==> config.mk <==
export PLATFORM = sky130hd
export DESIGN_NAME = package_frame_crc_verifier_core
export DESIGN_NICKNAME = d
export VERILOG_FILES = /design/src/hdl/pfcv_pkg.sv /design/src/hdl/pfcv_parser.sv /design/src/hdl/pfcv_out_buf.sv /design/src/hdl/package_frame_crc_verifier_core.sv
export SDC_FILE = /design/constraint.sdc
export NUM_CORES = 1
export LEC_CHECK = 0
export BUFFER_PORTS_ARGS = -buffer_cell sky130_fd_sc_hd__buf_2
export CAP_MARGIN = 20
export CORE_MARGIN = 4
export CORE_UTILIZATION = 65
export CTS_BUF_LIST = sky130_fd_sc_hd__clkbuf_4 sky130_fd_sc_hd__clkbuf_8
export DETAILED_ROUTE_END_ITERATION = 8
export HOLD_SLACK_MARGIN = 0.02
export PLACE_DENSITY_LB_ADDON = 0.05
export SYNTH_ARGS = -nofsm -noshare
export SYNTH_HDL_FRONTEND = slang
export SYNTH_SLANG_ARGS = --single-unit
==> constraint.sdc <==
create_clock -name clk_i -period 37.6 [get_ports clk_i]
set_clock_uncertainty 0.05 [all_clocks]
set_input_delay 7.52 -clock clk_i [delete_from_list [all_inputs] [get_ports clk_i]]
set_output_delay 7.52 -clock clk_i [all_outputs]
set_load 0.005 [all_outputs]
==> src/hdl/pfcv_pkg.sv <==
// shared types, constants and the crc byte update for the package frame checker
// no dependencies
package pfcv_pkg;

  localparam int unsigned HdrBytes = 64;
  localparam logic [31:0] MagicValue = 32'h4B50_3944;
  localparam logic [31:0] CrcPoly = 32'hEDB8_8320;
  localparam logic [31:0] CrcInit = 32'hFFFF_FFFF;
  localparam logic [31:0] MaxPayloadReset = 32'd524288;

  // header byte offsets
  localparam logic [5:0] OffVersion = 6'd4;
  localparam logic [5:0] OffSize = 6'd38;
  localparam logic [5:0] OffCrc = 6'd42;
  localparam logic [5:0] OffReserved = 6'd46;
  localparam logic [5:0] OffLast = 6'd63;

  typedef enum logic [0:0] {
    CfgMaxPayload = 1'b0,
    CfgHeaderOnly = 1'b1
  } cfg_idx_e;

  typedef enum logic [2:0] {
    StOk = 3'd0,
    StShortHeader = 3'd1,
    StBadMagic = 3'd2,
    StBadSize = 3'd3,
    StShortPayload = 3'd4,
    StCrcMismatch = 3'd5
  } status_e;

  typedef struct packed {
    status_e     status;
    logic [15:0] format_version;
    logic [31:0] payload_length;
    logic [31:0] expected_crc;
    logic [31:0] computed_crc;
  } verdict_t;

  // reflected crc-32, one byte, eight shift steps
  function automatic logic [31:0] crc_byte(input logic [31:0] crc, input logic [7:0] b);
    logic [31:0] c;
    c = crc ^ {24'd0, b};
    for (int k = 0; k < 8; k++) begin
      c = c[0] ? ((c >> 1) ^ CrcPoly) : (c >> 1);
    end
    return c;
  endfunction

endpackage

==> src/hdl/pfcv_parser.sv <==
// header parse, payload crc and verdict for one byte per cycle while accept_i is high
// depends on pfcv_pkg
module pfcv_parser import pfcv_pkg::*; (
  input  logic        clk_i,
  input  logic        rst_ni,
  input  logic        accept_i,
  input  logic [7:0]  data_byte_i,
  input  logic        end_of_file_i,
  input  logic [31:0] max_payload_i,
  input  logic        header_only_i,
  output logic        emit_o,
  output verdict_t    verdict_o
);

  typedef enum logic [1:0] {
    PhHeader  = 2'd0,
    PhPayload = 2'd1,
    PhWait    = 2'd2,
    PhWaitAlt = 2'd3
  } phase_e;

  phase_e      phase_q, phase_d;
  logic [31:0] pos_q, pos_d;
  logic [31:0] magic_q, magic_d;
  logic [15:0] version_q, version_d;
  logic [31:0] size_q, size_d;
  logic [31:0] crc_word_q, crc_word_d;
  logic [31:0] run_crc_q, run_crc_d;

  logic [31:0] pos_inc;
  logic [5:0]  hp;
  logic [31:0] crc_upd;
  logic        emit;
  verdict_t    vd;

  assign pos_inc = pos_q + 32'd1;
  assign hp      = pos_q[5:0];
  assign crc_upd = crc_byte(run_crc_q, data_byte_i);

  always_comb begin
    phase_d    = phase_q;
    pos_d      = pos_q;
    magic_d    = magic_q;
    version_d  = version_q;
    size_d     = size_q;
    crc_word_d = crc_word_q;
    run_crc_d  = run_crc_q;
    emit       = 1'b0;
    vd.status         = StOk;
    vd.format_version = version_q;
    vd.payload_length = size_q;
    vd.expected_crc   = crc_word_q;
    vd.computed_crc   = '0;

    unique case (phase_q)
      PhHeader: begin
        // little-endian field capture
        if (hp < OffVersion) begin
          magic_d[8*hp[1:0] +: 8] = data_byte_i;
        end else if (hp < 6'd6) begin
          version_d[8*hp[0] +: 8] = data_byte_i;
        end else if (hp >= OffSize && hp < OffCrc) begin
          size_d[8*(hp - OffSize) +: 8] = data_byte_i;
        end else if (hp >= OffCrc && hp < OffReserved) begin
          crc_word_d[8*(hp - OffCrc) +: 8] = data_byte_i;
        end
        pos_d = pos_inc;
        if (hp == OffLast) begin
          // all header fields are complete in the registers by now
          if (magic_q != MagicValue) begin
            emit = 1'b1;
            vd.status = StBadMagic;
          end else if (header_only_i) begin
            emit = 1'b1;
            vd.status = StOk;
          end else if (size_q == '0 || size_q > max_payload_i) begin
            emit = 1'b1;
            vd.status = StBadSize;
          end else begin
            phase_d = PhPayload;
            pos_d   = '0;
            if (end_of_file_i) begin
              emit = 1'b1;
              vd.status = StShortPayload;
            end
          end
        end else if (end_of_file_i) begin
          emit = 1'b1;
          vd.status         = StShortHeader;
          vd.format_version = '0;
          vd.payload_length = '0;
          vd.expected_crc   = '0;
        end
      end
      PhPayload: begin
        run_crc_d = crc_upd;
        pos_d     = pos_inc;
        if (pos_inc == size_q) begin
          emit = 1'b1;
          vd.computed_crc = ~crc_upd;
          vd.status = (~crc_upd == crc_word_q) ? StOk : StCrcMismatch;
        end else if (end_of_file_i) begin
          emit = 1'b1;
          vd.status = StShortPayload;
        end
      end
      PhWait, PhWaitAlt: begin
        // bytes ignored until the end mark
      end
      default: begin
      end
    endcase

    if (end_of_file_i) begin
      phase_d    = PhHeader;
      pos_d      = '0;
      magic_d    = '0;
      version_d  = '0;
      size_d     = '0;
      crc_word_d = '0;
      run_crc_d  = CrcInit;
    end else if (emit) begin
      phase_d = PhWait;
    end
  end

  always_ff @(posedge clk_i or negedge rst_ni) begin
    if (!rst_ni) begin
      phase_q    <= PhHeader;
      pos_q      <= '0;
      magic_q    <= '0;
      version_q  <= '0;
      size_q     <= '0;
      crc_word_q <= '0;
      run_crc_q  <= CrcInit;
    end else if (accept_i) begin
      phase_q    <= phase_d;
      pos_q      <= pos_d;
      magic_q    <= magic_d;
      version_q  <= version_d;
      size_q     <= size_d;
      crc_word_q <= crc_word_d;
      run_crc_q  <= run_crc_d;
    end
  end

  assign emit_o    = accept_i & emit;
  assign verdict_o = vd;

  a_hdr_pos: assert property (@(posedge clk_i) disable iff (!rst_ni)
    phase_q == PhHeader |-> pos_q < 32'(HdrBytes))
    else $error("header position past header end");

  a_pay_pos: assert property (@(posedge clk_i) disable iff (!rst_ni)
    phase_q == PhPayload |-> pos_q < size_q)
    else $error("payload position reached size without verdict");

  a_wait_quiet: assert property (@(posedge clk_i) disable iff (!rst_ni)
    (phase_q == PhWait || phase_q == PhWaitAlt) |-> !emit)
    else $error("verdict raised while waiting for end mark");

endmodule

==> src/hdl/pfcv_out_buf.sv <==
// result register with a skid stage so input can run while a verdict waits
// depends on pfcv_pkg
module pfcv_out_buf import pfcv_pkg::*; (
  input  logic     clk_i,
  input  logic     rst_ni,
  input  logic     push_i,
  input  verdict_t push_data_i,
  output logic     full_o,
  output logic     out_valid_o,
  input  logic     out_stall_i,
  output verdict_t out_data_o
);

  logic     out_valid_q, skid_valid_q;
  verdict_t out_q, skid_q;
  logic     out_fire;

  assign out_fire = out_valid_q & ~out_stall_i;

  always_ff @(posedge clk_i or negedge rst_ni) begin
    if (!rst_ni) begin
      out_valid_q  <= 1'b0;
      skid_valid_q <= 1'b0;
    end else if (skid_valid_q) begin
      if (out_fire) begin
        skid_valid_q <= 1'b0;
      end
    end else if (push_i) begin
      if (out_valid_q && !out_fire) begin
        skid_valid_q <= 1'b1;
      end else begin
        out_valid_q <= 1'b1;
      end
    end else if (out_fire) begin
      out_valid_q <= 1'b0;
    end
  end

  always_ff @(posedge clk_i) begin
    if (skid_valid_q) begin
      if (out_fire) begin
        out_q <= skid_q;
      end
    end else if (push_i) begin
      if (out_valid_q && !out_fire) begin
        skid_q <= push_data_i;
      end else begin
        out_q <= push_data_i;
      end
    end
  end

  assign full_o      = skid_valid_q;
  assign out_valid_o = out_valid_q;
  assign out_data_o  = out_q;

  a_skid_behind_out: assert property (@(posedge clk_i) disable iff (!rst_ni)
    skid_valid_q |-> out_valid_q)
    else $error("skid holds a beat while output is empty");

  a_skid_fill: assert property (@(posedge clk_i) disable iff (!rst_ni)
    $rose(skid_valid_q) |-> $past(out_valid_q && out_stall_i && push_i))
    else $error("skid filled without a stalled output");

  a_no_push_full: assert property (@(posedge clk_i) disable iff (!rst_ni)
    skid_valid_q |-> !push_i)
    else $error("beat pushed while skid full");

endmodule

==> src/hdl/package_frame_crc_verifier_core.sv <==
// package frame checker top level: config registers, parser and output buffer
// depends on pfcv_pkg, pfcv_parser, pfcv_out_buf
// a verdict is registered in the output register, or in the skid stage while the output stalls
// throughput: one byte per cycle unless stalled; crc byte update is eight combinational xor steps
// input stalls only while a verdict waits in both the output register and the skid stage
// reset is asynchronous, active low: frame state to header start, limit 524288, header-only off
module package_frame_crc_verifier_core import pfcv_pkg::*; (
  input  logic        clk_i,
  input  logic        rst_ni,
  // configuration write port
  input  logic        cfg_we_i,
  input  logic [0:0]  cfg_idx_i,
  input  logic [31:0] cfg_wdata_i,
  // byte input channel
  input  logic        in_valid_i,
  output logic        in_stall_o,
  input  logic [7:0]  data_byte_i,
  input  logic        end_of_file_i,
  // verdict output channel
  output logic        out_valid_o,
  input  logic        out_stall_i,
  output logic [2:0]  status_o,
  output logic [15:0] format_version_o,
  output logic [31:0] payload_length_o,
  output logic [31:0] expected_crc_o,
  output logic [31:0] computed_crc_o
);

  // configuration registers, to be written only while idle; the block itself does not enforce this
  logic [31:0] max_payload_q;
  logic        header_only_q;

  always_ff @(posedge clk_i or negedge rst_ni) begin
    if (!rst_ni) begin
      max_payload_q <= MaxPayloadReset;
      header_only_q <= 1'b0;
    end else if (cfg_we_i) begin
      unique case (cfg_idx_e'(cfg_idx_i))
        CfgMaxPayload: max_payload_q <= cfg_wdata_i;
        CfgHeaderOnly: header_only_q <= cfg_wdata_i[0];
        default: begin
        end
      endcase
    end
  end

  // an input beat is taken whenever the skid stage has room
  logic     buf_full;
  logic     in_acc;
  logic     emit;
  verdict_t verdict;
  verdict_t out_data;

  assign in_stall_o = buf_full;
  assign in_acc     = in_valid_i & ~buf_full;

  // per-byte frame parsing and crc, state updated on each accepted beat
  pfcv_parser u_parser (
    .clk_i         (clk_i),
    .rst_ni        (rst_ni),
    .accept_i      (in_acc),
    .data_byte_i   (data_byte_i),
    .end_of_file_i (end_of_file_i),
    .max_payload_i (max_payload_q),
    .header_only_i (header_only_q),
    .emit_o        (emit),
    .verdict_o     (verdict)
  );

  // result register plus skid stage
  pfcv_out_buf u_out_buf (
    .clk_i       (clk_i),
    .rst_ni      (rst_ni),
    .push_i      (emit),
    .push_data_i (verdict),
    .full_o      (buf_full),
    .out_valid_o (out_valid_o),
    .out_stall_i (out_stall_i),
    .out_data_o  (out_data)
  );

  assign status_o         = out_data.status;
  assign format_version_o = out_data.format_version;
  assign payload_length_o = out_data.payload_length;
  assign expected_crc_o   = out_data.expected_crc;
  assign computed_crc_o   = out_data.computed_crc;

  // a verdict only ever comes from an accepted beat
  a_emit_from_beat: assert property (@(posedge clk_i) disable iff (!rst_ni)
    emit |-> in_valid_i && !in_stall_o)
    else $error("verdict without accepted beat");

  // a new beat into an empty output shows up next cycle
  a_emit_shows: assert property (@(posedge clk_i) disable iff (!rst_ni)
    emit && !out_valid_o |=> out_valid_o)
    else $error("verdict lost on the way out");

  // computed crc is only reported with an ok or mismatch verdict
  a_crc_status: assert property (@(posedge clk_i) disable iff (!rst_ni)
    emit && verdict.computed_crc != '0 |->
      verdict.status == StOk || verdict.status == StCrcMismatch)
    else $error("crc reported with a non-crc verdict");

endmodule
## Yosys cells after proc, flatten, opt, wreduce, memory -nomap -nowiden

Cells that the tools add are included.

- Logic and storage cells: 179
- Register bits: 443
- Output and inout bits: 117
- Input bits: 47

- Bitwise operators: 16
- Shift-type cells: 8
- Reductions and logical operators: 30
- Magnitude comparators: 7
- Eq/ne operators: 14
- Add/subtract/negate cells: 7
- Muxes and demuxes: 76

Operators by type and width:

| kind | number |
|---|---|
| $mux 32 | 31 |
| $mux 115 | 4 |
| $mux 80 | 2 |
| $not 13->14 | 8 |
| $shift 8x34->32 const A | 3 |
| $shiftx 8x34->32 | 3 |
| $bwmux 32 | 3 |
| $mux 81 | 1 |
| $neg 32->34 | 2 |
| $eq 32x32->1 | 2 |
| $mux 16 | 4 |
| $pmux 32 s2 | 1 |
| $neg 4->34 | 1 |
| $neg 5->34 | 1 |
| $shift 8x34->16 const A | 1 |
| $shiftx 8x34->16 | 1 |
| $add 32x1->32 const B | 1 |
| $gt 32x32->1 | 1 |
| $logic_not 32->1 | 1 |
| $ne 32x31->1 const B | 1 |
| $not 32->32 | 1 |
| $xor 32x8->32 | 1 |
| $mux 3 | 7 |
| $bwmux 16 | 1 |
| other kinds (26) | 76 |

## Longest topological paths before layout

Gate-level depths: netlist (run 1).

- Depth in word-level cells: 25
- Gate-level depth with buffers: 18
- Depth with buffers taken out: 15

## By module

Synthesis (run 1) repeated with hierarchy kept, for this count alone.

- Cells, all modules: 1845
- Area, all modules: 22136.2 um2

Modules (own cells, without submodules):

| module | cells each | seq. area each (um2) | instances | area an instance (um2) |
|---|---|---|---|---|
| pfcv_parser | 1402 | 4494.3 | 1 | 12288.0 |
| pfcv_out_buf | 370 | 6956.7 | 1 | 8441.8 |
| package_frame_crc_verifier_core | 73 | 827.0 | 1 | 1406.3 |

## Worst setup path before layout (run 1)

Ideal clock, no wire load.

- Kind: in2reg
- Start point: input end_of_file_i
- End point: register u_out_buf.out_q, in the netlist u_out_buf.out_data_o[0] (enable)
- Cell stages on the path: 4
- Path buffers: 1
- Arrival time: 16319 ps
- Library setup time: 765 ps
- Slack: 20466 ps
- Data required time: 36785 ps
- Cells stage by stage: clkbuf_1 > nand2_1 > a31o_2 > a21boi_0

- Word-level cells in the longest chain between the ends: 9
- Elaborated cells on any way between the ends: 10
- Those cells by class: mux: 7; bitwise: 1; reduce/logical: 2

Ends and longest elaborated chain:

| element | line | text |
|---|---|---|
| start, declared | package_frame_crc_verifier_core.sv:18 | `input logic end_of_file_i,` |
| $mux 1 * | pfcv_parser.sv:82, pfcv_parser.sv:87, pfcv_parser.sv:102 |  |
| $mux 1 | pfcv_parser.sv:76 | `end else if (size_q == '0 \|\| size_q > max_payload_i) begin` |
| $mux 1 | pfcv_parser.sv:73 | `end else if (header_only_i) begin` |
| $mux 1 | pfcv_parser.sv:70 | `if (magic_q != MagicValue) begin` |
| $mux 1 | pfcv_parser.sv:68 | `if (hp == OffLast) begin` |
| $pmux 1 s2 * | pfcv_parser.sv:55 | `unique case (phase_q)` |
| $and 1x1->1 * | pfcv_parser.sv:147 | `assign emit_o = accept_i & emit;` |
| $reduce_bool 2->1 (no source line) * | - |  |
| $reduce_and 3->1 (no source line) * | - |  |
| end signal, assigned | pfcv_out_buf.sv:42 | `out_q <= skid_q;` |
| end signal, assigned | pfcv_out_buf.sv:48 | `out_q <= push_data_i;` |
| end, declared | pfcv_out_buf.sv:15 | `verdict_t out_q, skid_q;` |

Every way passes the cells marked *; elsewhere a longest branch is shown, timed or not.
A chain may end at the register's enable or synchronous reset.

==> flow_summary.toml, run 1 <==
[clocking]
ctsResizeCount = 0
cts_sinks = 443
clk-insertion-delay-late_ps = 640
clockBufferDepth = 3
cts_hold_buffers = 0
htree_levels = 3
tritoncts = "yes"
clockRootBuffer = "clkbuf_8"
path_clk_slew_ps = 60
numCtsBuffers = 72
cts_setup_buffers = 0

[synth]
synth_top_area_share_pct = 30.7
synth_edf_count = 230
synthCells = 1969
ys_warn_count = 0
synth_top_area_cell = "edfxtp_1"
netlist_area_um2 = 22500
ys_seq_elements = 443
yosys_most_used_dff = "edfxtp_1"
synthArstFlopShare_pct = 48.1
synth_area_leaders = "edfxtp_1, dfrtp_1, mux2_2"
syn-mean-instance-area_um2 = 11.4
synth_cell_types = 80
synth.yosys.seq_area_share_pct = 54.6
syn_nets = 2072

[floorplan]
ioPinCount = 164
rows = 67
die_width_um = 194
dieArea_um2 = 37600
die_y_um = 194
start_util_pct = 66.5
design.core.area_um2 = 33800

[global_route]
grt_usage_pct = 31.8
grt_pass1_vias = 16200
antenna_found_initial = 0
grt_pass1_wl_um = 94600
gr-total-overflow = 0
grt_max_degree = 83

[detailed_routing]
drc = 0
vias = 16600
postRouteAntennaNets = 0
drt-wirelength-per-cell_um = 23.0
drt-initial-drc-count = 1670
vias_per_cell = 6.34
wl_um = 60300
drt_pass1_iterations = 6

[cells_and_area]
drive_above_1_share_pct = 21.7
num_antenna_cells = 0
layout_commonest_cell = "edfxtp_1"
syn_to_final_growth_pct = 12.1
layout_common_cells = "edfxtp_1, nand2_1, dfrtp_1, buf_2, o21ai_0"
layout.nets = 2218

[pwr]
p_total_mw = 1.34
leakage_nw = 10.2
powerDensity_nw_per_um2 = 53.2
vdd_drop_max_uv = 47.9

[placed_design]
dp_hpwl_um = 42300
place_congestion = 0.993
pre_cts_ws_ps = 25850
port_buffers = 163

[hold_path]
hold_path_class = "register to register"

[run]
cap_violations = 0

[timing]
rsz0062_at_grt = "no"
finalSetupTns_ps = 0
hold_viol = 0
worst_pin_slew_ps = 1170
setup_slack_ps = 26490
fin_crit_ps = 11110
finalCritPeriodShare_pct = 29.6
maxSlewViolCount = 0
relSlewSlack_pct = 22.0
fmax_mhz = 90.0
finalSetupViolCount = 0

[critical_path]
r2r-start = "u_parser.pos_q[0]"
r2r_cells = 11
start_kind = "input pin"
cp.required_ps = 37940
cp-startpoint = "data_byte_i[4]"
r2r-end = "u_out_buf.out_data_o[90]"
crit_type = "input pin to register"
r2r_slack_ps = 31370
cp_max_fo = 11
cp-endpoint = "u_out_buf.out_data_o[112]"
crit_arrival_ps = 11460
critPathCaptureType = "register"

[run_status]
status = "finished clean"
worst min path at each step:
stage | startpoint | to | slack (ps) | cells past startpoint
6_report | u_parser.magic_q[20] | u_parser.magic_q[20] | 430 | 2
3_5_place_dp | u_parser.magic_q[20] | u_parser.magic_q[20] | 410 | 2
5_1_grt | u_parser.magic_q[28] | u_parser.magic_q[28] | 460 | 2
3_3_place_gp | u_parser.magic_q[2] | u_parser.magic_q[2] | 400 | 2
4_1_cts | u_parser.magic_q[20] | u_parser.magic_q[20] | 430 | 2
2_1_floorplan | u_parser.magic_q[2] | u_parser.magic_q[2] | 390 | 2
power breakdown:
| group | internal (mW) | switching, mW |
|---|---|---|
| combinational | 0.109 | 0.180 |
| sequential | 0.587 | 0.0268 |
| clock | 0.244 | 0.192 |
| total | 0.940 | 0.399 |
worst max-delay path: stages:
cell and delay [ps]:
buf_2 180, xnor2_2 390, xor2_1 860, xnor3_1 670, xnor2_1 180, nor4_1 300, nand4_1 150, or4_1 660
a22o_1 270, mux2_2 260
final cells by class:
type | instances | area [um2]
Tap cell | 448 | 561
Fill cell | 2337 | 8600
Multi-Input combinational cell | 1354 | 9570
Clock buffer | 118 | 1410
Timing Repair Buffer | 185 | 1040
Clock inverter | 15 | 115
Sequential cell | 443 | 12300
Inverter | 59 | 223
logic make-up (layout without fill, tap and decap cells):
group                    Yosys count  after routing  synth area share (%)
AND/OR/NAND/NOR                  653            653                  14.9
flip-flops                       443            443                  54.6
AO/OA/AOI/OAI                    401            401                  12.5
buffers and inverters            172            377                  2.96
XOR/XNOR                         155            155                  7.42
multiplexers                      89             89                  4.44
adder cells (fa/ha/maj)           56             56                  3.12
state kept, by name, summed over array words and instances, names as in the netlist, 32 cells and up:
register / flops
u_out_buf.skid_q: 115
u_parser.run_crc_q: 32
u_out_buf.out_data_o: 115
u_parser.pos_q: 32
u_parser.crc_word_q: 32
u_parser.magic_q: 32
max_payload_q: 32
u_parser.size_q: 32
layer usage:
layer / part of all wire (%) / vias to the layer above / track usage, %
met5: 0 / - / 0
met4: 2.0 / 0 / 7.94
met3: 9.2 / 98 / 6.43
met2: 45 / 742 / 47.6
met1: 44 / 8241 / 48.5
li1: - / 7537 / -
Yosys cell counts (11+ instances only):
cell,count
or3_1,12
a21o_1,29
edfxtp_1,230
o31ai_1,49
nand4_1,46
buf_2,14
xnor2_1,92
dfstp_2,33
mux2_2,86
a22o_1,30
clkbuf_1,90
xor2_1,38
ha_1,56
nor4_1,32
o22a_1,33
o2bb2ai_1,34
and3_1,21
nor2_1,90
nand3_1,54
nor2b_1,11
inv_1,58
dfrtp_1,180
nand2b_1,11
o21ai_0,105
a21oi_1,34
nand2_1,200
nor3_1,33
and2_1,97
through the flow:
step	util, %	cell area [um2]	hold slack, ps	instances
6_report	74.6	25200	428	2622
5_1_grt	74.6	25200	459	2622
4_1_cts	74.3	25100	426	2617
3_5_place_dp	69.8	23600	413	2484
3_3_place_gp	69.8	23600	405	2484
2_1_floorplan	-	22500	390	1969
Power figures use the tool's default switching activity.
==> run 2: changes to the inputs <==
- ABC_AREA: not set -> 1
- CORE_UTILIZATION: 65 -> 63
- clock period: 37.6 -> 10.95 ns (I/O delays scaled with it)
==> run 2 against run 1 <==
Register-to-register slack lost 26000 ps. First-iteration DRC count grew 49%. Total power grew to 4.3 times the previous value. Sequential share of layout area down 1.4 points.
==> flow_summary.toml, run 2 <==
[placed_design]
place_congestion = 0.989
place_area_um2 = 24300
pre_cts_ws_ps = 5230
port_buffers = 163
dp_hpwl_um = 49800

[timing]
fin_crit_ps = 5620
maxSlewViolCount = 0
finalCritPeriodShare_pct = 51.4
relSlewSlack_pct = 23.3
finalSetupViolCount = 0
setup_slack_ps = 5330
worst_pin_slew_ps = 1150
rsz0062_at_grt = "no"
finalSetupTns_ps = 0
fmax_mhz = 178
hold_viol = 0

[clocking]
clockRootBuffer = "clkbuf_8"
path_clk_slew_ps = 70
cts_hold_buffers = 0
numCtsBuffers = 74
clk-insertion-delay-late_ps = 640
htree_levels = 3
clockBufferDepth = 3
ctsResizeCount = 0
tritoncts = "yes"
cts_sinks = 443
cts_setup_buffers = 0

[synth]
synth_cell_types = 58
ys_seq_elements = 443
yosys_most_used_dff = "edfxtp_1"
synthCells = 2769
synth.most_common_cell = "nand2_1"
synth_top_area_share_pct = 29.9
syn-mean-instance-area_um2 = 8.35
netlist_area_um2 = 23100
synth_top_area_cell = "edfxtp_1"
synth_edf_count = 230
synth_area_leaders = "edfxtp_1, dfrtp_1, nand2_1"
ys_warn_count = 0
synthArstFlopShare_pct = 48.1
synth_common_cells = "nand2_1, inv_1, nor2_1"
syn_nets = 2872
synth.yosys.seq_area_share_pct = 53.1

[run_status]
status = "finished clean"

[global_route]
antenna_found_initial = 0
gr-total-overflow = 0
grt_max_degree = 87
grt_usage_pct = 33.6
grt_pass1_vias = 18400
grt_pass1_wl_um = 103000

[detailed_routing]
drt-initial-drc-count = 2486
postRouteAntennaNets = 0
vias = 19900
drt_pass1_iterations = 6
wl_um = 67100
drt-wirelength-per-cell_um = 19.4
vias_per_cell = 5.75
drc = 0

[floorplan]
dieArea_um2 = 39800
start_util_pct = 64.4
rows = 69
ioPinCount = 164
die_y_um = 200
die_width_um = 200
design.core.area_um2 = 35900

[hold_path]
hold_path_class = "register to register"
hp-start = "u_parser.version_q[5]"

[critical_path]
cp-startpoint = "u_parser.pos_q[0]"
r2r-start = "u_parser.pos_q[0]"
crit_type = "register to register"
critPathCaptureType = "register"
crit_arrival_ps = 5820
cp_max_fo = 57
cp.required_ps = 11150
start_kind = "register"

[cells_and_area]
num_antenna_cells = 0
fin_area_um2 = 25900
layout_common_cells = "nand2_1, inv_1, nor2_1, edfxtp_1, dfrtp_1"
layout.nets = 3045
nFillCells = 2781
multi_input_area_um2 = 9270
layout_commonest_cell = "nand2_1"
seqCellArea_um2 = 12300
drive_above_1_share_pct = 13.6
syn_to_final_growth_pct = 12.1
post-route-util_pct = 72.2

[pwr]
vdd_drop_max_uv = 134
powerDensity_nw_per_um2 = 221
leakage_nw = 12.0

[run]
cap_violations = 0
==> run 2: cell count changes after synthesis, moves of 30 or more <==
| cell | change |
|---|---|
| a21oi_1 | +66 |
| a22o_1 | -30 |
| and2_1 | -95 |
| clkbuf_1 | -31 |
| inv_1 | +260 |
| mux2_2 | -86 |
| nand2_1 | +710 |
| nand3_1 | +95 |
| nor2_1 | +227 |
| o22a_1 | -33 |
| o2bb2ai_1 | -34 |
| o31ai_1 | -42 |
| xnor2_1 | -85 |
==> run 2: path summary, 6_finish.rpt <==
kind / to / cells past startpoint / slack, ps
setup / recovery: u_out_buf.skid_q[25] / 18 / 5330
hold / removal: u_parser.version_q[5] / 2 / 440
setup reg to reg: u_out_buf.skid_q[25] / 18 / 5330
hold reg to reg: u_parser.version_q[5] / 2 / 440
max in group asynchronous: u_out_buf.full_o / 2 / 7900
min in group asynchronous: max_payload_q[14] / 1 / 1510
==> run 2: layout make-up <==
type	count	share of cell area, %
sequential	443	47.4
tap	461	2.23
clock buffer	122	5.66
timing repair buffer	180	3.72
multi-input combinational	1912	35.8
clock inverter	15	0.430
inverter	331	4.81
==> run 2: report_power, final <==
| group | internal [mW] | switching, mW | leakage (nW) | total, mW |
|---|---|---|---|---|
| registers | 2.13 | 0.108 | 4.92 | 2.23 |
| logic | 0.520 | 1.43 | 6.25 | 1.95 |
| clock network | 0.873 | 0.674 | 0.840 | 1.55 |
==> run 2: logic make-up (layout without fill, tap and decap cells) <==
logic type	after synthesis	count (layout)	share of synthesized area, %
and+or+nand+nor	1514	1514	27.4
DFF	443	443	53.1
AOI/OAI and AO/OA	284	284	7.10
buffers and inverters	414	648	6.97
xor gates and xnor gates	58	58	2.42
adders and majority gates	56	56	3.03
==> run 2: routing by layer <==
layer | GRT usage, % | vias up | share of wire, %
met1 | 51.8 | 9338 | 43
met3 | 9.93 | 122 | 13
li1 | - | 9350 | -
met5 | 0 | - | 0
met4 | 9.28 | 0 | 2.3
met2 | 46.5 | 1113 | 41
==> run 2: critical path: stages, from the launching register on <==
cell and delay (ps):
dfrtp_1 570, clkinv_1 560, ha_1 680, inv_1 200, nand2_1 90, nand2_1 50
a21oi_1 120, nand3_1 110, nor2_1 160, nand2_1 70, nor2_1 120, nand3_1 100
nor2_2 170, nand3_4 140, nand3_1 130, nand2_1 240, nor2_4 310, buf_4 590
buf_4 710
==> run 2: metrics by stage <==
stage                     power [mW]  hold WS (ps)  std cells
after detailed placement        4.16           425       3325
after global routing            6.05           460       3464
after CTS                       5.70           440       3462
after floorplan                 3.52           392       2769
final                           5.73           436       3464
after global placement          4.10           416       3324
==> run 3: changes to the inputs <==
- CORE_UTILIZATION: 63 -> 57
- clock period: 10.95 -> 4.5 ns (I/O delays scaled with it)
==> run 3 against run 2 <==
Worst setup slack lost 4900 ps. Non-clock buffer count grew 23. Maximum frequency grew 38%. Sequential cell count is the same. Clock power grew 140%. Largest cell class unchanged.
==> flow_summary.toml, run 3 (same netlist as run 2, synthesis figures left out) <==
[clocking]
htree_levels = 3
numCtsBuffers = 74
tritoncts = "yes"
clockBufferDepth = 3
ctsResizeCount = 0
path_clk_slew_ps = 60
clk-insertion-delay-late_ps = 640
cts_hold_buffers = 0
clockRootBuffer = "clkbuf_8"
cts_setup_buffers = 0
cts_sinks = 443

[critical_path]
path_buf_inv = 2
crit_arrival_ps = 4330
cp-startpoint = "u_parser.pos_q[0]"
r2r_cells = 18
crit_top_cell = "nand2_1"
crit_family = "simple AND/OR/NAND/NOR gates"
critPathSlowestCell = "dfrtp_1"
cp-endpoint = "u_out_buf.out_data_o[74]"
r2r-end = "u_out_buf.out_data_o[74]"
cp.depth = 18
cp.required_ps = 4770
path_cells = "ha_1 > inv_1 > nor2_8 > nand3_2 > nor2_1 > nand2_1 > nor2_1 > nand2_1 > nand2_1 > nand2_1 > nand2_1 > nand3_1 > nor2_2 > nand3_4 > nand3_4 > nand2_4 > a21boi_4 > buf_4"
start_kind = "register"
r2r_slack_ps = 430
r2r-start = "u_parser.pos_q[0]"
critPathCaptureType = "register"
max_stage_delay_ps = 660
crit_type = "register to register"
cp_max_fo = 13

[run_status]
status = "finished clean"

[global_route]
grt_pass1_vias = 18700
antenna_found_initial = 0
grt_pass1_wl_um = 109000
grt_max_degree = 104
grt_usage_pct = 32.0
gr-total-overflow = 0

[placed_design]
place_area_um2 = 24700
place_congestion = 0.999
dp_hpwl_um = 52900
port_buffers = 163
pre_cts_ws_ps = 505

[cells_and_area]
syn_to_final_growth_pct = 13.6
layout_commonest_cell = "nand2_1"
nFillCells = 3385
fin_area_um2 = 26300
drive_above_1_share_pct = 14.4
layout_common_cells = "nand2_1, inv_1, nor2_1, edfxtp_1, dfrtp_1"
multi_input_area_um2 = 9300
seqCellArea_um2 = 12300
layout.nets = 3068

[floorplan]
dieArea_um2 = 43900
die_y_um = 209
rows = 73
design.core.area_um2 = 39900
ioPinCount = 164
start_util_pct = 57.9
die_width_um = 209

[hold_path]
hold_path_class = "input pin to asynchronous set/reset pin"

[detailed_routing]
wl_um = 71100
drt-wirelength-per-cell_um = 20.0
drt-initial-drc-count = 2248
drt_pass1_iterations = 9
drc = 0
postRouteAntennaNets = 0
vias = 20100
vias_per_cell = 5.65

[pwr]
vdd_drop_max_uv = 365
powerDensity_nw_per_um2 = 542
leakage_nw = 12.2

[timing]
hold_viol = 0
relSlewSlack_pct = 25.1
finalSetupViolCount = 0
rsz0062_at_grt = "no"
finalCritPeriodShare_pct = 90.4
worst_pin_slew_ps = 1120
setup_slack_ps = 430
maxSlewViolCount = 0
fmax_mhz = 246
whs_ps = 282
fin_crit_ps = 4070

[run]
cap_violations = 0
## run 3: routing by layer
metal	up-vias	global-route usage (%)	part of all wire (%)
li1	9389	-	-
met1	9467	49.2	44
met2	1094	44.8	42
met3	131	8.65	12
met4	2	8.96	2.5
met5	-	0	0.13
## run 3: worst min path at each step
| stage | from | end | slack [ps] |
|---|---|---|---|
| 6_report | rst_ni | max_payload_q[15] | 280 |
| 4_1_cts | rst_ni | max_payload_q[15] | 330 |
| 3_5_place_dp | u_parser.version_q[10] | u_parser.version_q[10] | 430 |
| 2_1_floorplan | u_parser.crc_word_q[23] | u_parser.crc_word_q[23] | 390 |
| 5_1_grt | rst_ni | max_payload_q[13] | 360 |
| 3_3_place_gp | u_parser.crc_word_q[23] | u_parser.crc_word_q[23] | 420 |
## run 3: power by group
part           total [mW]  switching (mW)  internal, mW
Sequential           5.46           0.298          5.17
Clock                3.76            1.68          2.08
Combinational        5.01            3.56          1.44
## run 3: through the flow
stage	instances	TNS, ps	power [mW]	utilization (%)
after global placement	3413	0	10.4	61.9
after detailed placement	3413	0	10.4	61.9
final	3552	0	14.2	65.8
after floorplan	2769	-14470	8.60	-
after CTS	3550	0	14.2	65.8
after global routing	3551	0	15.0	65.8
## run 3: cell type report
class                      count  share of cell area [%]
inverter                     331                    4.81
timing repair buffer         203                    4.61
clock buffer                 116                    5.24
sequential                   443                    46.7
tap                          525                    2.50
clock inverter                21                   0.686
antenna                        1                 0.00952
multi-input combinational   1912                    35.4
